<file path="config.mk">
export PLATFORM = sky130hd
export DESIGN_NAME = batched_matmul_tile_index_sequencer_flat
export DESIGN_NICKNAME = d
export VERILOG_FILES = /design/src/sv/bmts_pkg.sv /design/src/sv/bmts_in_if.sv /design/src/sv/bmts_out_if.sv /design/src/sv/bmts_cfg_if.sv /design/src/sv/bmts_cfg.sv /design/src/sv/bmts_walk.sv /design/src/sv/bmts_out.sv /design/src/sv/batched_matmul_tile_index_sequencer.sv /design/src/flat_wrapper.sv
export VERILOG_INCLUDE_DIRS = /design/src /design/src/sv
export SDC_FILE = /design/constraint.sdc
export NUM_CORES = 2
export LEC_CHECK = 0
export BUFFER_PORTS_ARGS = -buffer_cell sky130_fd_sc_hd__clkbuf_2
export CORE_MARGIN = 4
export CORE_UTILIZATION = 35
export CTS_CLUSTER_SIZE = 12
export DETAILED_ROUTE_END_ITERATION = 6
export PLACE_DENSITY = 0.59
export SLEW_MARGIN = 20
export SYNTH_ARGS = -nofsm -noshare
export SYNTH_HDL_FRONTEND = slang
export SYNTH_SLANG_ARGS = --single-unit
export TNS_END_PERCENT = 1
</file>
<file path="constraint.sdc">
create_clock -name clk -period 9.87 [get_ports clk]
set_input_delay 0.987 -clock clk [delete_from_list [all_inputs] [get_ports clk]]
set_output_delay 0.987 -clock clk [all_outputs]
set_load 0.05 [all_outputs]
</file>
<file path="src/sv/assert_macros.svh">
// Assertion helpers shared by the RTL.
`ifndef ASSERT_MACROS_SVH
`define ASSERT_MACROS_SVH

// Condition must hold on every clock outside reset.
`define ASSERT_ALWAYS(label, cond, msg) \
  label: assert property (@(posedge clk) disable iff (!rst_n) (cond)) else $error(msg);

// Same-cycle implication.
`define ASSERT_IMPL(label, ante, cons, msg) \
  label: assert property (@(posedge clk) disable iff (!rst_n) (ante) |-> (cons)) \
    else $error(msg);

// Next-cycle implication.
`define ASSERT_NEXT(label, ante, cons, msg) \
  label: assert property (@(posedge clk) disable iff (!rst_n) (ante) |=> (cons)) \
    else $error(msg);

`endif

</file>
<file path="src/sv/bmts_pkg.sv">
package bmts_pkg;

  localparam int unsigned CNT_W    = 16;
  localparam int unsigned STRIDE_W = 32;
  localparam int unsigned TILE_W   = 32;
  localparam int unsigned CFG_IDX_W  = 3;
  localparam int unsigned CFG_DATA_W = 32;

  typedef enum logic [CFG_IDX_W-1:0] {
    CFG_ROW_TILES      = 3'd0,
    CFG_INNER_TILES    = 3'd1,
    CFG_COL_TILES      = 3'd2,
    CFG_A_BATCH_STRIDE = 3'd3,
    CFG_B_BATCH_STRIDE = 3'd4,
    CFG_BATCH_COUNT    = 3'd5,
    CFG_BROADCAST_B    = 3'd6
  } cfg_reg_t;

  typedef struct packed {
    logic [CNT_W-1:0]    row_tiles;
    logic [CNT_W-1:0]    inner_tiles;
    logic [CNT_W-1:0]    col_tiles;
    logic [STRIDE_W-1:0] a_batch_stride;
    logic [STRIDE_W-1:0] b_batch_stride;
    logic [CNT_W-1:0]    batch_count;
    logic                broadcast_b;
  } cfg_t;

  typedef struct packed {
    logic [TILE_W-1:0] a_tile;
    logic [TILE_W-1:0] b_tile;
    logic              pair_valid;
    logic              last_pair;
  } result_t;

endpackage

</file>
<file path="src/sv/bmts_in_if.sv">
interface bmts_in_if;
  logic valid;
  logic ready;
  logic restart;

  modport source (output valid, output restart, input ready);
  modport sink   (input valid, input restart, output ready);
endinterface

</file>
<file path="src/sv/bmts_out_if.sv">
interface bmts_out_if;
  logic                            valid;
  logic                            ready;
  logic [bmts_pkg::TILE_W-1:0]     a_tile;
  logic [bmts_pkg::TILE_W-1:0]     b_tile;
  logic                            pair_valid;
  logic                            last_pair;

  modport source (output valid, output a_tile, output b_tile, output pair_valid,
                  output last_pair, input ready);
  modport sink   (input valid, input a_tile, input b_tile, input pair_valid,
                  input last_pair, output ready);
endinterface

</file>
<file path="src/sv/bmts_cfg_if.sv">
interface bmts_cfg_if;
  logic                              valid;
  logic                              ready;
  logic [bmts_pkg::CFG_IDX_W-1:0]    index;
  logic [bmts_pkg::CFG_DATA_W-1:0]   data;

  modport source (output valid, output index, output data, input ready);
  modport sink   (input valid, input index, input data, output ready);
endinterface

</file>
<file path="src/sv/bmts_cfg.sv">
module bmts_cfg (
  input  logic              clk,
  input  logic              rst_n,
  bmts_cfg_if.sink          cfg_ch,
  output bmts_pkg::cfg_t    cfg
);

  bmts_pkg::cfg_t cfg_r;
  bmts_pkg::cfg_t cfg_nxt;

  assign cfg_ch.ready = 1'b1;
  assign cfg          = cfg_r;

  always_comb begin
    cfg_nxt = cfg_r;
    if (cfg_ch.valid) begin
      unique case (bmts_pkg::cfg_reg_t'(cfg_ch.index))
        bmts_pkg::CFG_ROW_TILES:
          cfg_nxt.row_tiles = cfg_ch.data[bmts_pkg::CNT_W-1:0];
        bmts_pkg::CFG_INNER_TILES:
          cfg_nxt.inner_tiles = cfg_ch.data[bmts_pkg::CNT_W-1:0];
        bmts_pkg::CFG_COL_TILES:
          cfg_nxt.col_tiles = cfg_ch.data[bmts_pkg::CNT_W-1:0];
        bmts_pkg::CFG_A_BATCH_STRIDE:
          cfg_nxt.a_batch_stride = cfg_ch.data[bmts_pkg::STRIDE_W-1:0];
        bmts_pkg::CFG_B_BATCH_STRIDE:
          cfg_nxt.b_batch_stride = cfg_ch.data[bmts_pkg::STRIDE_W-1:0];
        bmts_pkg::CFG_BATCH_COUNT:
          cfg_nxt.batch_count = cfg_ch.data[bmts_pkg::CNT_W-1:0];
        bmts_pkg::CFG_BROADCAST_B:
          cfg_nxt.broadcast_b = cfg_ch.data[0];
        default: ; // drop writes to unmapped indexes
      endcase
    end
  end

  always_ff @(posedge clk) begin
    if (!rst_n) begin
      cfg_r.row_tiles      <= bmts_pkg::CNT_W'(1);
      cfg_r.inner_tiles    <= bmts_pkg::CNT_W'(1);
      cfg_r.col_tiles      <= bmts_pkg::CNT_W'(1);
      cfg_r.a_batch_stride <= bmts_pkg::STRIDE_W'(1);
      cfg_r.b_batch_stride <= bmts_pkg::STRIDE_W'(1);
      cfg_r.batch_count    <= bmts_pkg::CNT_W'(1);
      cfg_r.broadcast_b    <= 1'b0;
    end else begin
      cfg_r <= cfg_nxt;
    end
  end

endmodule

</file>
<file path="src/sv/bmts_walk.sv">
`include "assert_macros.svh"

module bmts_walk #(
  parameter int unsigned DIM_BITS        = 16,
  parameter int unsigned TILE_INDEX_BITS = 32
) (
  input  logic                clk,
  input  logic                rst_n,
  input  bmts_pkg::cfg_t      cfg,
  input  logic                step,
  input  logic                restart,
  output bmts_pkg::result_t   res
);

  localparam int unsigned DW = DIM_BITS;
  localparam int unsigned TW = TILE_INDEX_BITS;
  // compare width holds position + 1 and any count
  localparam int unsigned CW = (DW + 1 > bmts_pkg::CNT_W) ? DW + 1 : bmts_pkg::CNT_W;

  logic [DW-1:0] batch_pos_r, row_pos_r, col_pos_r, inner_pos_r;
  logic [DW-1:0] batch_pos_nxt, row_pos_nxt, col_pos_nxt, inner_pos_nxt;
  logic [TW-1:0] a_cursor_r, b_cursor_r, a_base_r, b_base_r;
  logic [TW-1:0] a_cursor_nxt, b_cursor_nxt, a_base_nxt, b_base_nxt;
  logic          finished_r, finished_nxt;

  logic [DW-1:0] batch_e, row_e, col_e, inner_e;
  logic [TW-1:0] a_e, b_e, a_base_e, b_base_e;
  logic          finished_e;
  logic          empty, active;
  logic          inner_wrap, col_wrap, row_wrap, batch_wrap;
  logic [TW-1:0] a_plus1, b_plus_col, inner_x;
  logic [TW-1:0] a_base_step, b_base_step;

  // restart clears the walk ahead of this transaction
  always_comb begin
    batch_e    = restart ? '0 : batch_pos_r;
    row_e      = restart ? '0 : row_pos_r;
    col_e      = restart ? '0 : col_pos_r;
    inner_e    = restart ? '0 : inner_pos_r;
    a_e        = restart ? '0 : a_cursor_r;
    b_e        = restart ? '0 : b_cursor_r;
    a_base_e   = restart ? '0 : a_base_r;
    b_base_e   = restart ? '0 : b_base_r;
    finished_e = restart ? 1'b0 : finished_r;
  end

  assign empty = (cfg.row_tiles == '0) || (cfg.inner_tiles == '0) ||
                 (cfg.col_tiles == '0) || (cfg.batch_count == '0);
  assign active = !empty && !finished_e;

  assign inner_wrap = (CW'(inner_e) + CW'(1)) >= CW'(cfg.inner_tiles);
  assign col_wrap   = (CW'(col_e)   + CW'(1)) >= CW'(cfg.col_tiles);
  assign row_wrap   = (CW'(row_e)   + CW'(1)) >= CW'(cfg.row_tiles);
  assign batch_wrap = (CW'(batch_e) + CW'(1)) >= CW'(cfg.batch_count);

  assign inner_x     = TW'(cfg.inner_tiles);
  assign a_plus1     = a_e + TW'(1);
  assign b_plus_col  = b_e + TW'(cfg.col_tiles);
  assign a_base_step = a_base_e + TW'(cfg.a_batch_stride);
  assign b_base_step = cfg.broadcast_b ? b_base_e : b_base_e + TW'(cfg.b_batch_stride);

  always_comb begin
    batch_pos_nxt = batch_e;
    row_pos_nxt   = row_e;
    col_pos_nxt   = col_e;
    inner_pos_nxt = inner_e;
    a_cursor_nxt  = a_e;
    b_cursor_nxt  = b_e;
    a_base_nxt    = a_base_e;
    b_base_nxt    = b_base_e;
    finished_nxt  = finished_e;
    if (active) begin
      priority if (!inner_wrap) begin
        inner_pos_nxt = inner_e + DW'(1);
        a_cursor_nxt  = a_plus1;
        b_cursor_nxt  = b_plus_col;
      end else if (!col_wrap) begin
        // step A back to the row start; B steps by col_tiles less the B batch stride, plus one
        inner_pos_nxt = '0;
        col_pos_nxt   = col_e + DW'(1);
        a_cursor_nxt  = a_plus1 - inner_x;
        b_cursor_nxt  = b_plus_col - TW'(cfg.b_batch_stride) + TW'(1);
      end else if (!row_wrap) begin
        inner_pos_nxt = '0;
        col_pos_nxt   = '0;
        row_pos_nxt   = row_e + DW'(1);
        a_cursor_nxt  = a_plus1;
        b_cursor_nxt  = b_base_e;
      end else begin
        inner_pos_nxt = '0;
        col_pos_nxt   = '0;
        row_pos_nxt   = '0;
        batch_pos_nxt = batch_wrap ? '0 : batch_e + DW'(1);
        a_base_nxt    = a_base_step;
        b_base_nxt    = b_base_step;
        a_cursor_nxt  = a_base_step;
        b_cursor_nxt  = b_base_step;
        finished_nxt  = batch_wrap;
      end
    end
  end

  always_comb begin
    res.pair_valid = active;
    res.last_pair  = active && inner_wrap && col_wrap && row_wrap && batch_wrap;
    res.a_tile     = active ? bmts_pkg::TILE_W'(a_e) : '0;
    res.b_tile     = active ? bmts_pkg::TILE_W'(b_e) : '0;
  end

  always_ff @(posedge clk) begin
    if (!rst_n) begin
      batch_pos_r <= '0;
      row_pos_r   <= '0;
      col_pos_r   <= '0;
      inner_pos_r <= '0;
      a_cursor_r  <= '0;
      b_cursor_r  <= '0;
      a_base_r    <= '0;
      b_base_r    <= '0;
      finished_r  <= 1'b0;
    end else if (step) begin
      batch_pos_r <= batch_pos_nxt;
      row_pos_r   <= row_pos_nxt;
      col_pos_r   <= col_pos_nxt;
      inner_pos_r <= inner_pos_nxt;
      a_cursor_r  <= a_cursor_nxt;
      b_cursor_r  <= b_cursor_nxt;
      a_base_r    <= a_base_nxt;
      b_base_r    <= b_base_nxt;
      finished_r  <= finished_nxt;
    end
  end

  `ASSERT_IMPL(a_last_is_valid, res.last_pair, res.pair_valid, "last_pair without a pair")
  `ASSERT_NEXT(a_last_finishes, step && res.last_pair, finished_r && (batch_pos_r == '0),
               "walk not finished after last pair")
  `ASSERT_NEXT(a_idle_holds, step && !restart && !res.pair_valid,
               $stable(a_cursor_r) && $stable(b_cursor_r) && $stable(inner_pos_r),
               "walk moved on an empty transaction")

endmodule

</file>
<file path="src/sv/bmts_out.sv">
`include "assert_macros.svh"

module bmts_out (
  input  logic                clk,
  input  logic                rst_n,
  input  logic                load,
  input  bmts_pkg::result_t   res,
  output logic                up_ready,
  bmts_out_if.source          out_ch
);

  logic               valid_r, valid_nxt;
  bmts_pkg::result_t  data_r;

  // take a new result whenever the held one is empty or leaving
  assign up_ready  = !valid_r || out_ch.ready;
  assign valid_nxt = load || (valid_r && !out_ch.ready);

  always_ff @(posedge clk) begin
    if (!rst_n) begin
      valid_r <= 1'b0;
    end else begin
      valid_r <= valid_nxt;
    end
  end

  always_ff @(posedge clk) begin
    if (load) begin
      data_r <= res;
    end
  end

  assign out_ch.valid      = valid_r;
  assign out_ch.a_tile     = data_r.a_tile;
  assign out_ch.b_tile     = data_r.b_tile;
  assign out_ch.pair_valid = data_r.pair_valid;
  assign out_ch.last_pair  = data_r.last_pair;

  `ASSERT_IMPL(a_load_has_room, load, up_ready, "result loaded over a held transaction")
  `ASSERT_NEXT(a_load_shows, load, valid_r, "loaded result not presented")
  `ASSERT_ALWAYS(a_empty_takes, valid_r || up_ready, "empty stage refuses input")

endmodule

</file>
<file path="src/sv/batched_matmul_tile_index_sequencer.sv">
// Channel   Role    Payload
// in_ch     sink    restart
// out_ch    source  a_tile, b_tile, pair_valid, last_pair
// cfg_ch    sink    index, data (always ready)
//
// One transaction in per cycle; its result sits in the output register the
// next cycle. The walk counters and cursors update in the accepting cycle.
// Reset loads the register defaults (counts and strides 1, no broadcast) and
// clears the walk. A held result with out_ch.ready low stalls in_ch.ready.
module batched_matmul_tile_index_sequencer #(
  parameter int unsigned DIM_BITS        = 16,
  parameter int unsigned TILE_INDEX_BITS = 32
) (
  input  logic        clk,
  input  logic        rst_n,
  bmts_in_if.sink     in_ch,
  bmts_out_if.source  out_ch,
  bmts_cfg_if.sink    cfg_ch
);

  bmts_pkg::cfg_t     cfg;
  bmts_pkg::result_t  res;
  logic               up_ready;
  logic               step;

  assign in_ch.ready = up_ready;
  assign step        = in_ch.valid && up_ready;

  bmts_cfg u_cfg (
    .clk    (clk),
    .rst_n  (rst_n),
    .cfg_ch (cfg_ch),
    .cfg    (cfg)
  );

  bmts_walk #(
    .DIM_BITS        (DIM_BITS),
    .TILE_INDEX_BITS (TILE_INDEX_BITS)
  ) u_walk (
    .clk     (clk),
    .rst_n   (rst_n),
    .cfg     (cfg),
    .step    (step),
    .restart (in_ch.restart),
    .res     (res)
  );

  bmts_out u_out (
    .clk      (clk),
    .rst_n    (rst_n),
    .load     (step),
    .res      (res),
    .up_ready (up_ready),
    .out_ch   (out_ch)
  );

endmodule
</file>
<file path="src/flat_wrapper.sv">
// flat-port wrapper written by rule: the top's interface ports become plain ports
module batched_matmul_tile_index_sequencer_flat 
#(
  parameter int unsigned DIM_BITS        = 16,
  parameter int unsigned TILE_INDEX_BITS = 32
)
  (clk, rst_n, in_ch_valid, in_ch_restart, in_ch_ready, out_ch_valid, out_ch_a_tile, out_ch_b_tile, out_ch_pair_valid, out_ch_last_pair, out_ch_ready, cfg_ch_valid, cfg_ch_index, cfg_ch_data, cfg_ch_ready);
  bmts_in_if in_ch_i ();
  bmts_out_if out_ch_i ();
  bmts_cfg_if cfg_ch_i ();
  input  logic clk;
  input  logic rst_n;
  input wire logic [$bits(in_ch_i.valid)-1:0] in_ch_valid;
  input wire logic [$bits(in_ch_i.restart)-1:0] in_ch_restart;
  output wire logic [$bits(in_ch_i.ready)-1:0] in_ch_ready;
  output wire logic [$bits(out_ch_i.valid)-1:0] out_ch_valid;
  output wire logic [$bits(out_ch_i.a_tile)-1:0] out_ch_a_tile;
  output wire logic [$bits(out_ch_i.b_tile)-1:0] out_ch_b_tile;
  output wire logic [$bits(out_ch_i.pair_valid)-1:0] out_ch_pair_valid;
  output wire logic [$bits(out_ch_i.last_pair)-1:0] out_ch_last_pair;
  input wire logic [$bits(out_ch_i.ready)-1:0] out_ch_ready;
  input wire logic [$bits(cfg_ch_i.valid)-1:0] cfg_ch_valid;
  input wire logic [$bits(cfg_ch_i.index)-1:0] cfg_ch_index;
  input wire logic [$bits(cfg_ch_i.data)-1:0] cfg_ch_data;
  output wire logic [$bits(cfg_ch_i.ready)-1:0] cfg_ch_ready;
  assign in_ch_i.valid = in_ch_valid;
  assign in_ch_i.restart = in_ch_restart;
  assign in_ch_ready = in_ch_i.ready;
  assign out_ch_valid = out_ch_i.valid;
  assign out_ch_a_tile = out_ch_i.a_tile;
  assign out_ch_b_tile = out_ch_i.b_tile;
  assign out_ch_pair_valid = out_ch_i.pair_valid;
  assign out_ch_last_pair = out_ch_i.last_pair;
  assign out_ch_i.ready = out_ch_ready;
  assign cfg_ch_i.valid = cfg_ch_valid;
  assign cfg_ch_i.index = cfg_ch_index;
  assign cfg_ch_i.data = cfg_ch_data;
  assign cfg_ch_ready = cfg_ch_i.ready;
  batched_matmul_tile_index_sequencer #(.DIM_BITS(DIM_BITS), .TILE_INDEX_BITS(TILE_INDEX_BITS)) u_core (.clk(clk), .rst_n(rst_n), .in_ch(in_ch_i), .out_ch(out_ch_i), .cfg_ch(cfg_ch_i));
endmodule
</file>
-- Word-level counts from Yosys, hierarchy flattened
Index checks and enable logic that the tools add are counted.
- $add $sub $neg: 15
- $lt $le $gt $ge: 4
- eq/ne operators: 6
- mux-type cells: 43
- reduce and logical (&&, ||, !) cells: 28
- operator list (kind ; number):
    $mux W32 ; 20
    $mux W16 ; 18
    $add A16 B1 Y17 const B ; 4
    $ge A17 B16 Y1 ; 4
    $add A16 B1 Y16 const B ; 4
    $add A32 B1 Y32 const B ; 2
    $add A32 B32 Y32 ; 2
    $logic_not A16 Y1 ; 4
    $add A32 B16 Y32 ; 1
    $sub A32 B16 Y32 ; 1
    $sub A32 B32 Y32 ; 1
    $reduce_and A2 Y1 ; 7
    $eq A3 B3 Y1 const B ; 3
    $logic_and A1 B1 Y1 ; 7
    $eq A3 B2 Y1 const B ; 2
    $logic_or A1 B1 Y1 ; 5
    $mux W1 ; 5
    $logic_not A1 Y1 ; 4
    $eq A3 B1 Y1 const B ; 1
    $logic_not A3 Y1 ; 1
- flip-flop bits (word level): 389
- output and inout port bits: 69

-- Depth between registers and ports, before layout
Gate-level depths: netlist of run 1.
- word-level depth: 10
- mapped depth: 32

-- Cells and area by module
From an unflattened synthesis of run 1, not the netlist that was laid out.
- cells, all modules: 3462
- area, all modules: 27943.0 µm²
- modules (own cells, without submodules) (module ; instances ; cells an instance ; area an instance (µm²) ; sequential area each (µm²)):
    bmts_walk ; 1 ; 2929 ; 21172.8 ; 3863.7
    bmts_cfg ; 1 ; 462 ; 4733.3 ; 2582.5
    bmts_out ; 1 ; 70 ; 2030.7 ; 2001.9
    batched_matmul_tile_index_sequencer ; 1 ; 1 ; 6.3 ; 0.0

-- Worst setup path after synthesis of run 1
OpenSTA, ideal clock, no wires.
- kind: input-to-reg
- from: input port in_ch_restart
- to: register u_core.u_walk.b_cursor_r[30]
- arrival time: 8.062 ns
- required time: 9.784 ns
- path slack: 1.722 ns
- stages on the path: 30
- buffers on the path: 7
- cell sequence: buf_2 buf_1 clkbuf_1 clkbuf_1 clkbuf_1 clkbuf_1 clkbuf_1 nor2b_1 ha_1 fa_1 a21oi_1 o21ai_0 a2111oi_0 nor3_1 o21a_1 o41a_1 xor2_1 ha_1 ha_1 a2111oi_0 o21ai_0 o21a_1 a211o_1 a41oi_1 o21ai_1 a311oi_1 o31ai_1 xor2_1 nand2_1 a211oi_1
- word-level cells in the longest chain between the ends: 7
- elaborated cells on any way between the ends: 23
- RTL lines (item ; line ; text):
    from (decl) ; flat_wrapper.sv:14 ; input wire logic [$bits(in_ch_i.restart)-1:0] in_ch_restart;
    $mux W32 (*) ; bmts_walk.sv:41 ; b_e = restart ? '0 : b_cursor_r;
    named net u_core.u_walk.b_e[0] ; bmts_walk.sv:27 ; logic [TW-1:0] a_e, b_e, a_base_e, b_base_e;
    $add A32 B16 Y32 (*) ; bmts_walk.sv:58 ; assign b_plus_col = b_e + TW'(cfg.col_tiles);
    $sub A32 B32 Y32 ; bmts_walk.sv:82 ; b_cursor_nxt = b_plus_col - TW'(cfg.b_batch_stride) + TW'(1);
    $add A32 B1 Y32 ; bmts_walk.sv:82 ;
    $mux W32 ; bmts_walk.sv:77 ; end else if (!col_wrap) begin
    $mux W32 (*) ; bmts_walk.sv:73 ; priority if (!inner_wrap) begin
    $mux W32 (*) ; bmts_walk.sv:72 ; if (active) begin
    to (signal assigned) ; bmts_walk.sv:127 ; b_cursor_r <= b_cursor_nxt;
    to (decl) ; bmts_walk.sv:22 ; logic [TW-1:0] a_cursor_r, b_cursor_r, a_base_r, b_base_r;
The timed path passes the listed nets; every way through them passes the cells marked *.
A chain may end at the register's enable or synchronous reset.

-- Worst setup path after layout of run 1
Same ends and word-level chain as after synthesis.

==> flow_summary.ini, run 1 <==
[status]
outcome = finished clean

[cts]
clock_latency_ns = 0.62
cts_hold_buffers = 0
cts_made_buffers = 48
post_cts_resized = 0
clock-sinks = 389
cts-root-buf = clkbuf_16
tritoncts = built
clock_path_buffers = 3
htreeDepth = 2
postCtsSetupBuffers = 0
clk_pin_slew_ns = 0.06

[worst_setup_path]
r2r-start = u_core.u_walk.b_cursor_r[0]$_SDFFE_PN0P_
crit_slowest_cell = a2111oi_0
critical_path_class = in -> reg
cp-start-kind = input pin
cp.required_ns = 10.38
r2r_cells = 23
max_stage_delay_ns = 0.77
cp_cell_sequence = buf_6 > nor2b_1 > ha_1 > fa_1 > a21oi_1 > o21ai_0 > a2111oi_0 > nor3_1 > o21a_1 > o41a_1 > xor2_1 > ha_1 > ha_1 > a2111oi_0 > o21ai_0 > o21a_1 > a211o_1 > a41oi_1 > o21ai_1 > a311oi_1 > o31ai_1 > xor2_1 > nand2_1 > a211oi_1
crit_top_cell = ha_1
crit_path_end_kind = flip-flop
r2r_end = u_core.u_walk.b_cursor_r[30]$_SDFFE_PN0P_
cp_max_fo = 47
worst-r2r-setup-slack_ns = 3.34
cp_data_arrival_time_ns = 7.34

[sta]
fin_setup_tns_ns = 0
setup_ws_ns = 3.03
fmaxAchievable_mhz = 146
rsz0062_at_grt = false
finalCriticalPeriod_ns = 6.84
setup_viol = 0
slew_headroom_pct = 23.0
skew_ns = 0.0259
final_max_slew_viol_count = 0
period_share_pct = 69.3
hold_viol = 0
fin_hold_ws_ns = 0.446
worst_pin_slew_ns = 1.15

[logic_synthesis]
syn-cell-area_sq_um = 26900
synthArstFlopShare_pct = 0
synth-edff-count = 66
ys_seq_area_share_pct = 31.4
syn_nets = 3739
avgSynthCellArea_sq_um = 7.77
synth_warnings = 0
ys_types = 95
ys_ff_latch = 389
netlist_instances = 3469
synth_ff_type = dfxtp_1

[place]
post-place-ws_ns = 2.48
postPlaceCellArea_sq_um = 28500
place_congestion = 0.944
io_buffer_count = 108
dp_hpwl_um = 68900

[hold_path]
hold_class = reg -> reg
min_to = u_core.u_walk.a_base_r[21]$_SDFFE_PN0P_
hold_path_depth = 2
min-delay-start = u_core.u_walk.a_base_r[21]$_SDFFE_PN0P_

[power]
p_per_area_nw_per_um2 = 161
p_comb_share_pct = 26.8
p_sw_share_pct = 35.7
seq_power_share_pct = 36.1
p_clk_share_pct = 37.1
p_switching_mw = 1.73
p_int_mw = 3.11
vdd_drop_max_mv = 0.114
p_leak_nw = 11.9

[detailed_routing]
num_vias = 25800
drt_pass1_iterations = 6
wire_per_inst_um = 20.8
via_per_inst = 5.65
drt_iter0_markers = 2753
antenna_left = 0
drc = 0
finalWirelength_um = 95000

[flow_run]
cap_violations = 0

[global_routing]
grt.overflow.total = 0
grt_max_degree = 127
grt_pass1_wl_um = 144000
antenna_found_initial = 4
grt_pass1_vias = 23700
grtUsageTotal_pct = 22.3

[finish]
fin_util_pct = 39.5
final_nets = 3767
design_area_sq_um = 30100
drive_gt1_share_pct = 8.06
syn_to_final_growth_pct = 11.6

[floorplanning]
coreArea_sq_um = 76100
die_area_sq_um = 81500
die_h_um = 285
initial_core_util_pct = 35.4
rows = 101
die_x_um = 285
io_pins = 110
## Yosys cell counts (all sizes together) (56+ instances only)
cell | n | area [sq um]
nand2 | 472 | 1770
nor2 | 360 | 1370
a21oi | 342 | 1720
dfxtp | 323 | 6470
ha | 224 | 2800
o21ai | 176 | 885
inv | 146 | 548
clkbuf | 144 | 542
nor2b | 127 | 797
nand3 | 107 | 536
xnor2 | 107 | 937
a22oi | 90 | 676
xor2 | 89 | 780
and3 | 80 | 500
edfxtp | 66 | 1980
a21o | 57 | 428
nor3 | 56 | 290
## power groups by stage
stage | Sequential [mW] | Clock, mW | Combinational [mW]
2_1_floorplan | 1.82 | 0 | 0.802
3_3_place_gp | 1.78 | 0 | 1.27
3_5_place_dp | 1.78 | 0 | 1.27
4_1_cts | 1.75 | 1.83 | 1.27
5_1_grt | 1.75 | 1.89 | 1.39
6_report | 1.75 | 1.80 | 1.30
## critical path, delay by kind of cell
family	cells	cell delay, ns
AO/OA/AOI/OAI	14	4.13
buffers and inverters	1	0.35
XOR/XNOR	2	0.36
AND/OR/NAND/NOR	3	0.30
adder cells (fa/ha/maj)	4	1.18
## logic make-up after synthesis
| kind of cell | share of synthesized area [%] |
|---|---|
| flip-flops | 31.4 |
| AND/OR/NAND/NOR | 24.2 |
| multiplexers | 0.673 |
| adder cells (fa/ha/maj) | 10.8 |
| other | 0.0139 |
| buffers and inverters | 4.55 |
| XOR/XNOR | 6.37 |
| AO/OA/AOI/OAI | 22.1 |
## stage by stage
| stage | total power [mW] | cells |
|---|---|---|
| detailed placement | 3.05 | 4477 |
| CTS | 4.85 | 4566 |
| global route | 5.03 | 4566 |
| floorplan | 2.63 | 3469 |
| global placement | 3.05 | 4476 |
| finish | 4.84 | 4567 |
## cells in the final DEF (no fill, tap or decap), types with 18 or more instances in the layout
cell	instances
nand2_1	471
nor2_1	352
a21oi_1	340
dfxtp_1	323
ha_1	224
o21ai_0	166
inv_1	143
nor2b_1	126
xnor2_1	107
clkbuf_2	107
nand3_1	105
a22oi_1	90
xor2_1	89
and3_1	80
edfxtp_1	66
a21o_1	57
nor3_1	53
clkbuf_16	48
buf_4	41
nand4_1	39
o21a_1	34
a211oi_1	32
nand2b_1	27
a31oi_1	27
nor4_1	24
or3_1	21
a221oi_1	21
o31ai_1	18
## area by class of cell
type	instances	area [sq um]
inverter	147	562
timing repair buffer	150	870
clock buffer	58	1250
clock inverter	31	317
antenna	1	2.50
sequential	389	8450
tap	1030	1290
multi-input combinational	2761	17300
fill	7949	46000
## metal layers
| layer | global-route usage, % | vias to the layer above | routed length, um | share of wire [%] |
|---|---|---|---|---|
| met4 | 6.28 | 2 | 2740 | 2.9 |
| met1 | 32.1 | 12200 | 43400 | 46 |
| met5 | 0 | - | 10 | 0.011 |
| met3 | 3.61 | 146 | 7690 | 8.1 |
| li1 | - | 12500 | - | - |
| met2 | 34.7 | 969 | 41200 | 43 |
## how the worst max path moves through the flow
stage / slack, ns / startpoint / cells past startpoint / endpoint
after detailed placement: 2.48 / in_ch_restart / 24 / u_core.u_walk.b_cursor_r[30]$_SDFFE_PN0P_
after global placement: 2.31 / in_ch_restart / 20 / u_core.u_walk.a_base_r[18]$_SDFFE_PN0P_
after CTS: 3.09 / in_ch_restart / 24 / u_core.u_walk.b_cursor_r[30]$_SDFFE_PN0P_
after floorplan: 1.72 / in_ch_restart / 30 / u_core.u_walk.b_cursor_r[30]$_SDFFE_PN0P_
after global routing: 2.47 / in_ch_restart / 24 / u_core.u_walk.b_cursor_r[30]$_SDFFE_PN0P_
final: 3.03 / in_ch_restart / 24 / u_core.u_walk.b_cursor_r[30]$_SDFFE_PN0P_
## registers in the layout (all words and copies together) (netlist names)
| register | cells |
|---|---|
| u_core.u_walk.a_base_r | 32 |
| u_core.u_cfg.cfg | 129 |
| u_core.u_walk.b_base_r | 32 |
| u_core.u_walk.finished_r | 1 |
| u_core.u_walk.row_pos_r | 16 |
| u_core.u_out.out_ch.b_tile | 32 |
| u_core.u_out.out_ch.pair_valid | 1 |
| u_core.u_out.out_ch.last_pair | 1 |
| u_core.u_out.out_ch.a_tile | 32 |
| u_core.u_walk.batch_pos_r | 16 |
| u_core.u_walk.b_cursor_r | 32 |
| u_core.u_walk.col_pos_r | 16 |
| u_core.u_out.out_ch.valid | 1 |
| u_core.u_walk.a_cursor_r | 32 |
| u_core.u_walk.inner_pos_r | 16 |
Power figures use the tool's default switching activity.
==> inputs of run 2 (changes only) <==
clock period = 6.58 ns   (was 9.87 ns; I/O delays follow)
==> run 2 against run 1 <==
Global-route usage about the same. Via count shrank 0.47%. Non-clock buffer count grew 27. Design area grew 0.75%. Combinational power rose by 55%. First-iteration DRC count shrank 3.7%. Hold slack worse by 0.16 ns. Sequential share of layout area is 0.21 points lower. Clock-buffer cell count decreased by 2. Largest cell class unchanged.
==> flow_summary.ini, run 2 (synthesis results as in run 1) <==
[worst_setup_path]
crit_slowest_cell = a2111oi_2
worst-r2r-setup-slack_ns = 0.91
crit_path_end_kind = flip-flop
cp_max_fo = 5
cp_data_arrival_time_ns = 6.18
cp-start-kind = flip-flop
cp_top_family = compound AO/OA/AOI/OAI gates
critical_path_class = reg -> reg
cp.required_ns = 7.09
max_stage_delay_ns = 0.46
worst-path-buf-inv = 0
cp_cell_sequence = nor2b_1 > ha_1 > fa_2 > a21oi_2 > o21ai_1 > a2111oi_2 > nor3_1 > o21a_1 > o41a_1 > xor2_1 > ha_1 > ha_1 > a21oi_1 > o21ai_0 > a311o_1 > a31oi_2 > a21bo_2 > o21ai_0 > a21oi_2 > o21ai_0 > a21oi_1 > and4b_1 > a311oi_1

[cts]
clock_path_buffers = 3
clk_pin_slew_ns = 0.06
cts_hold_buffers = 0
tritoncts = built
post_cts_resized = 0
clock-sinks = 389
cts-root-buf = clkbuf_16
clock_latency_ns = 0.61
cts_made_buffers = 47
htreeDepth = 2
postCtsSetupBuffers = 0

[global_routing]
grt_pass1_vias = 23400
grtUsageTotal_pct = 22.4
grt_pass1_wl_um = 144000
grt_max_degree = 115
grt.overflow.total = 0
antenna_found_initial = 1

[power]
p_clk_share_pct = 36.6
vdd_drop_max_mv = 0.174
seq_power_share_pct = 35.9
p_switching_mw = 2.56
p_sw_share_pct = 35.1
p_leak_nw = 12.0
p_comb_share_pct = 27.5
p_per_area_nw_per_um2 = 241
power_mw = 7.30
p_int_mw = 4.74

[finish]
final_nets = 3793
syn_to_final_growth_pct = 12.4
layout_commonest_cell = nand2_1
design_area_sq_um = 30300
drive_gt1_share_pct = 8.82
largest_register_ffs = 129
mostFrequentLayoutCells = 471 x nand2_1, 354 x nor2_1, 338 x a21oi_1

[flow_run]
cap_violations = 0

[detailed_routing]
finalWirelength_um = 95200
wire_per_inst_um = 20.7
antenna_left = 0
drt_iter0_markers = 2651
drc = 0
drt_pass1_iterations = 6
via_per_inst = 5.59
num_vias = 25700

[floorplanning]
rows = 101
io_pins = 110
initial_core_util_pct = 35.4
die_area_sq_um = 81500
die_h_um = 285
die_x_um = 285
coreArea_sq_um = 76100

[sta]
slew_headroom_pct = 26.2
period_share_pct = 86.2
rsz0062_at_grt = false
setup_viol = 0
hold_viol = 0
skew_ns = 0.0206
fmaxAchievable_mhz = 176
finalCriticalPeriod_ns = 5.67
final_max_slew_viol_count = 0
worst_pin_slew_ns = 1.11
fin_hold_ws_ns = 0.286
setup_ws_ns = 0.907
fin_setup_tns_ns = 0

[status]
outcome = finished clean

[place]
postPlaceCellArea_sq_um = 28700
dp_hpwl_um = 69600
io_buffer_count = 108
place_congestion = 0.968
post-place-ws_ns = 0.417

[hold_path]
hold_class = in -> reg
run 2: changes by cell type in the layout (fill, tap and decap cells not counted), moves of 3 or more:
cell        before  now
buf_4           41   68
clkinvlp_4      10    2
clkbuf_1         9    6
clkinv_1         2    5
clkinv_2         9   12
run 2: layer usage:
metal / share of wire, % / global-route usage [%]
met5: 0 / 0
met4: 2.5 / 5.55
met3: 7.7 / 3.54
met2: 44 / 34.9
met1: 46 / 32.3
run 2: final timing paths:
check                                                              start                                   endpoint  depth (start not counted)
worst max-delay path            u_core.u_walk.b_cursor_r[0]$_SDFFE_PN0P_  u_core.u_walk.b_cursor_r[31]$_SDFFE_PN0P_                         23
worst max register to register  u_core.u_walk.b_cursor_r[0]$_SDFFE_PN0P_  u_core.u_walk.b_cursor_r[31]$_SDFFE_PN0P_                         23
worst min register to register   u_core.u_walk.a_base_r[19]$_SDFFE_PN0P_    u_core.u_walk.a_base_r[19]$_SDFFE_PN0P_                          2
worst min-delay path                                         in_ch_valid       u_core.u_out.out_ch.valid$_SDFF_PN0_                          3
run 2: final cells by class:
cell class | count | area, sq um
tap | 1030 | 1290
sequential | 389 | 8450
inverter | 147 | 562
antenna | 1 | 2.50
clock inverter | 29 | 295
fill | 7891 | 45800
multi-input combinational | 2761 | 17400
timing repair buffer | 177 | 1080
clock buffer | 56 | 1250
run 2: metrics by stage:
step                      instances  utilization [%]
after floorplan                3469                -
final                          4590             39.8
after global routing           4589             39.8
after CTS                      4589             39.8
after global placement         4504             37.8
after detailed placement       4504             37.8
run 2: worst min-delay path, cell delays in order:
cell and delay [ns]:
clkbuf_2 0.09, inv_1 0.05, a21oi_1 0.05
run 2: power by group through the flow:
stage	Clock, mW	Sequential [mW]	Combinational, mW
6_report	2.67	2.62	2.01
5_1_grt	2.81	2.63	2.16
4_1_cts	2.72	2.62	1.98
3_5_place_dp	0	2.67	1.97
3_3_place_gp	0	2.67	1.97
2_1_floorplan	0	2.74	1.22
